===== config.mk =====
export PLATFORM = sky130hd
export DESIGN_NAME = mwt_front
export DESIGN_NICKNAME = d
export VERILOG_FILES = /design/src/rtl/core/mwt_pkg.sv /design/src/rtl/core/mwt_front.sv
export SDC_FILE = /design/constraint.sdc
export NUM_CORES = 1
export LEC_CHECK = 0
export BUFFER_PORTS_ARGS = -buffer_cell sky130_fd_sc_hd__buf_2
export CAP_MARGIN = 20
export CORE_ASPECT_RATIO = 0.6
export CORE_UTILIZATION = 35
export DETAILED_ROUTE_END_ITERATION = 6
export PLACE_DENSITY = 0.81
export SLEW_MARGIN = 0
export SYNTH_ARGS = -nofsm -noshare
export SYNTH_HDL_FRONTEND = slang
export SYNTH_SLANG_ARGS = --single-unit

===== constraint.sdc =====
create_clock -name i_clk -period 6.9 [get_ports i_clk]
set_input_delay 0.345 -clock i_clk [delete_from_list [all_inputs] [get_ports i_clk]]
set_output_delay 0.345 -clock i_clk [all_outputs]
set_load 0.02 [all_outputs]

===== src/rtl/core/mwt_pkg.sv =====
// Shared types and codes for the mission waypoint transfer block.
`timescale 1ns / 1ps
package mwt_pkg;
    localparam logic [2:0] CMD_LIST   = 3'd0;
    localparam logic [2:0] CMD_READ   = 3'd1;
    localparam logic [2:0] CMD_START  = 3'd2;
    localparam logic [2:0] CMD_UPLOAD = 3'd3;
    localparam logic [2:0] CMD_CLEAR  = 3'd4;

    localparam logic [2:0] K_COUNT      = 3'd0;
    localparam logic [2:0] K_ITEM       = 3'd1;
    localparam logic [2:0] K_REQ_INT    = 3'd2;
    localparam logic [2:0] K_REQ_LEGACY = 3'd3;
    localparam logic [2:0] K_ACK        = 3'd4;

    localparam logic [1:0] A_ACCEPTED = 2'd0;
    localparam logic [1:0] A_ERROR    = 2'd1;
    localparam logic [1:0] A_BADSEQ   = 2'd2;

    // Classified word passed from front to back
    typedef struct packed {
        logic        valid;
        logic [2:0]  cmd;
        logic [15:0] seq;
        logic [15:0] count;
        logic [31:0] lat;
        logic [31:0] lon;
        logic [31:0] alt;
        logic        legacy;
    } t_word;
endpackage


===== src/rtl/core/mwt_front.sv =====
// Front end: accepts command words into a one-entry queue.
`timescale 1ns / 1ps
module mwt_front import mwt_pkg::*; (
    input  logic        i_clk,
    input  logic        i_rst_n,
    input  logic        i_start,
    input  t_word       i_word,
    input  logic        i_pop,
    output logic        o_busy,
    output t_word       o_word
);
    t_word r_q;

    assign o_busy = r_q.valid;
    assign o_word = r_q;

    // Hold one word until the back end takes it
    always_ff @(posedge i_clk) begin
        if (!i_rst_n) begin
            r_q.valid <= 1'b0;
        end else if (i_start && !r_q.valid) begin
            r_q <= i_word;
            r_q.valid <= (i_word.cmd <= CMD_CLEAR);
        end else if (i_pop) begin
            r_q.valid <= 1'b0;
        end
    end
endmodule


# [Word level (Yosys, flattened, before mapping)]
# Cells that the tools add are included.
[word_totals] reg_bits=133 latch_bits=0 mem_bits_rw=0 mem_bits_ro=0 out_inout_bits=134 elab_cells=15 n_memories=0
[classes] n_addsub=0 mul=0 div_mod_pow=0 magnitude_cmp=1 eq_ne=0 n_shift=0 muxes=2 bitwise=0 reduce_logical=4
[op_table] op="$le A3 B3 Y1 const B" n=1
[op_table] op="$mux W1" n=2
[op_table] op="$reduce_and A2 Y1" n=1
[op_table] op="$reduce_bool A2 Y1" n=1
[op_table] op="$logic_and A1 B1 Y1" n=1
[op_table] op="$logic_not A1 Y1" n=1

# [Depth between registers and ports, before layout]
[logic_depth] depth_word=3 mapped_depth=2 mapped_depth_nobuf=2

# [Worst setup path before layout]
# OpenSTA, ideal clock, no wires.
[synth_timing] path_type="register to register" from="register r_q, in the netlist o_busy" to="register r_q, in the netlist o_word[0] (enable)" setup_ps=624 arrival_time_ps=5934 slack_ps=341 path_stages_with_launch=2 path_buffers=0 period_less_slack_ps=6559 cell_sequence="dfxtp_1 > nor2_1"
[synth_via] elab_chain_cells=3
[synth_rtl] item="from (decl)" line_no="mwt_front.sv:12" text="t_word r_q;"
[synth_rtl] item="from (signal assigned)" line_no="mwt_front.sv:22" text="r_q <= i_word;"
[synth_rtl] item="$logic_not A1 Y1" line_no="mwt_front.sv:21" text="end else if (i_start && !r_q.valid) begin"
[synth_rtl] item="$logic_and A1 B1 Y1" line_no="mwt_front.sv:21"
[synth_rtl] item="$reduce_and A2 Y1 (no line)"
# No other way between the ends.
# A chain may end at the register's enable or synchronous reset.

# [Worst setup path after layout]
[layout_timing] from="register r_q, in the netlist o_busy" to="register r_q, in the netlist o_word[12] (enable)"
# Same word-level chain as after synthesis.

==> impl_metrics.py <==
metrics = {
    "outcome": {
        "status": "completed",
    },
    "flow_run": {
        "cap_violations": 0,
    },
    "yosys": {
        "ys_ff_latch": 133,
        "yosysTopAreaCell": "edfxtp_1",
        "yosysUniqueCellTypes": 7,
        "synth_area_leaders": "edfxtp_1, dfxtp_1, o32ai_2",
        "syn_area_um2": 4026,
        "synth_nets": 276,
        "yosys.area.top_type_share_pct": 98.45,
        "netlist_instances": 139,
        "yosys_warnings": 0,
        "synth.avg_cell_area_um2": 28.97,
        "yosysSeqAreaShare_pct": 98.94,
    },
    "critical_path": {
        "reg2reg_slack_ps": 5300,
        "startpoint": "o_busy",
        "cp_max_fo": 72,
        "path_cells": "nor2_4, buf_4",
        "cpPeakStageDelay_ps": 680,
        "critPathSlowestCell": "buf_4",
        "crit_end": "o_word[12]",
        "crit_arrival_ps": 1620,
        "ff2ff_path_depth": 2,
        "start_kind": "flop",
        "required_ps": 6920,
        "reg2reg_from": "o_busy",
        "reg2reg_to": "o_word[12]",
        "end_kind": "flop",
        "path_class": "reg2reg",
    },
    "final_layout": {
        "syn_to_final_growth_pct": 53.33,
        "final_util_pct": 56.71,
        "antenna_cells": 0,
        "final_nets": 565,
        "stdcell_count": 579,
        "fill_cells": 870,
        "drive_gt1_share_pct": 68.41,
    },
    "floorplanning": {
        "initial_core_util_pct": 36.99,
        "coreArea_um2": 10890,
        "fp.dieArea_um2": 11950,
        "die_w_um": 140.5,
        "ios": 271,
        "core.rowCount": 29,
        "fp.dieH_um": 85.08,
    },
    "grt": {
        "grt_overflow": 0,
        "grt_start_max_net_pins": 73,
        "grt_pass1_wl_um": 12970,
        "grtUsageTotal_pct": 15.02,
        "grt_antenna_before_repair": 1,
        "grt_pass1_vias": 2545,
    },
    "sta": {
        "tightest_slew_ps": 883.0,
        "whs_ps": 113.5,
        "layout_setup_ws_ps": 5298,
        "rsz0062_at_grt": "no",
        "setup_viol": 0,
        "fin_setup_tns_ps": 0,
        "fin_crit_ps": 1602,
        "drv_slew": 0,
        "period_share_pct": 23.22,
        "hold_violations": 0,
        "fin_skew_ps": 9.727,
        "max_slew_margin_pct": 41.14,
        "max_freq_mhz": 624.1,
    },
    "clocking": {
        "ctsResizeCount": 0,
        "cts_tree": "built",
        "clk_path_buf_depth": 2,
        "cts.clk_slew.worst_paths_ps": 60,
        "clkLatencyLatePin_ps": 400,
        "htreeDepth": 4,
        "root_buffer": "clkbuf_16",
        "cts.sinks": 133,
        "numCtsBuffers": 17,
        "cts_setup_buffers": 0,
        "hold_buffers": 0,
    },
    "route": {
        "vias_per_cell": 4.257,
        "wire_per_inst_um": 15.50,
        "dr.pass1.iters": 4,
        "routed_wl_um": 8973,
        "vias": 2465,
        "drt_iter0_markers": 79,
        "route.detailed.drc": 0,
        "ant_nets": 0,
    },
    "worst_hold_path": {
        "worstHoldPathType": "in2reg",
        "worstHoldStart": "i_word[103]",
    },
    "placement": {
        "portBuffers": 269,
        "dp_cells": 548,
        "dp_hpwl_um": 6731,
        "place.gp.congestion": 0.6930,
        "dp_slack_ps": 5139,
    },
    "power_and_ir_drop": {
        "max-vdd-ir-drop_mv": 0.1964,
        "total_leakage_power_nw": 2.612,
        "powerDensity_nw_per_um2": 323.6,
    },
}
[sequential cells by signal, indices dropped and copies added (netlist names)]
signal  cells
o_word    132
o_busy      1
[worst min-delay path by stage]
| stage | cells after the start | slack [ps] | end |
|---|---|---|---|
| CTS | 1 | 90 | o_word[18] |
| detailed placement | 1 | 520 | o_word[124] |
| floorplan | 1 | 440 | o_busy |
| global placement | 1 | 520 | o_word[2] |
| global route | 1 | 100 | o_word[120] |
| finish | 1 | 110 | o_word[103] |
[critical path, delay by kind of cell, from the launching register on]
kind | cells | cell delay, ps
buf+inv | 1 | 680
simple gates | 1 | 130
flops | 1 | 370
[area by class of cell]
class,count,area [um2],area share (%)
tap,139,173.9,2.817
clock buffer,19,432.9,7.013
timing repair buffer,271,1361,22.05
sequential,133,3984,64.53
multi-input combinational,5,42.54,0.6891
clock inverter,12,178.9,2.898
[layer usage]
layer	global-route usage [%]	vias up	share of wire, %
met1	16.14	1171	38
met5	0	-	0
met4	7.411	0	0.84
li1	-	1147	-
met2	25.50	139	51
met3	6.772	8	10
[cell usage in the layout, fill, tap and decap left out]
| cell type | count |
|---|---|
| buf_4 | 2 |
| clkinv_2 | 1 |
| clkbuf_16 | 17 |
| nor2_4 | 1 |
| nand2_1 | 2 |
| buf_2 | 269 |
| clkinv_1 | 1 |
| o32ai_2 | 1 |
| inv_6 | 2 |
| clkinv_4 | 2 |
| clkbuf_1 | 2 |
| dfxtp_1 | 1 |
| o21a_1 | 1 |
| bufinv_16 | 4 |
| edfxtp_1 | 132 |
| clkinvlp_4 | 2 |
[cells by family after synthesis]
kind of cell,count (synthesis),synth area share [%]
flops,133,98.94
buf+inv,1,0.1865
simple gates,3,0.2797
compound gates,2,0.5906
[cells in the mapped netlist]
cell / instances
buf_4: 1
dfxtp_1: 1
edfxtp_1: 132
nand2_1: 2
nor2_1: 1
o21a_1: 1
o32ai_2: 1
[through the flow]
| step | total power [mW] | area (um2) |
|---|---|---|
| 2_1_floorplan | 1.027 | 4026 |
| 3_3_place_gp | 1.090 | 5562 |
| 3_5_place_dp | 1.096 | 5562 |
| 4_1_cts | 2.021 | 6173 |
| 5_1_grt | 2.058 | 6173 |
| 6_report | 1.998 | 6173 |
[report_power, final]
part	total, mW	internal [mW]	switching, mW	leakage [nW]
Sequential	0.942	0.934	0.00868	1.24
Clock	0.921	0.604	0.317	0.291
Combinational	0.135	0.0500	0.0848	1.08
Total	2.00	1.59	0.410	2.61
No activity file was read; power rests on OpenSTA's default activity.
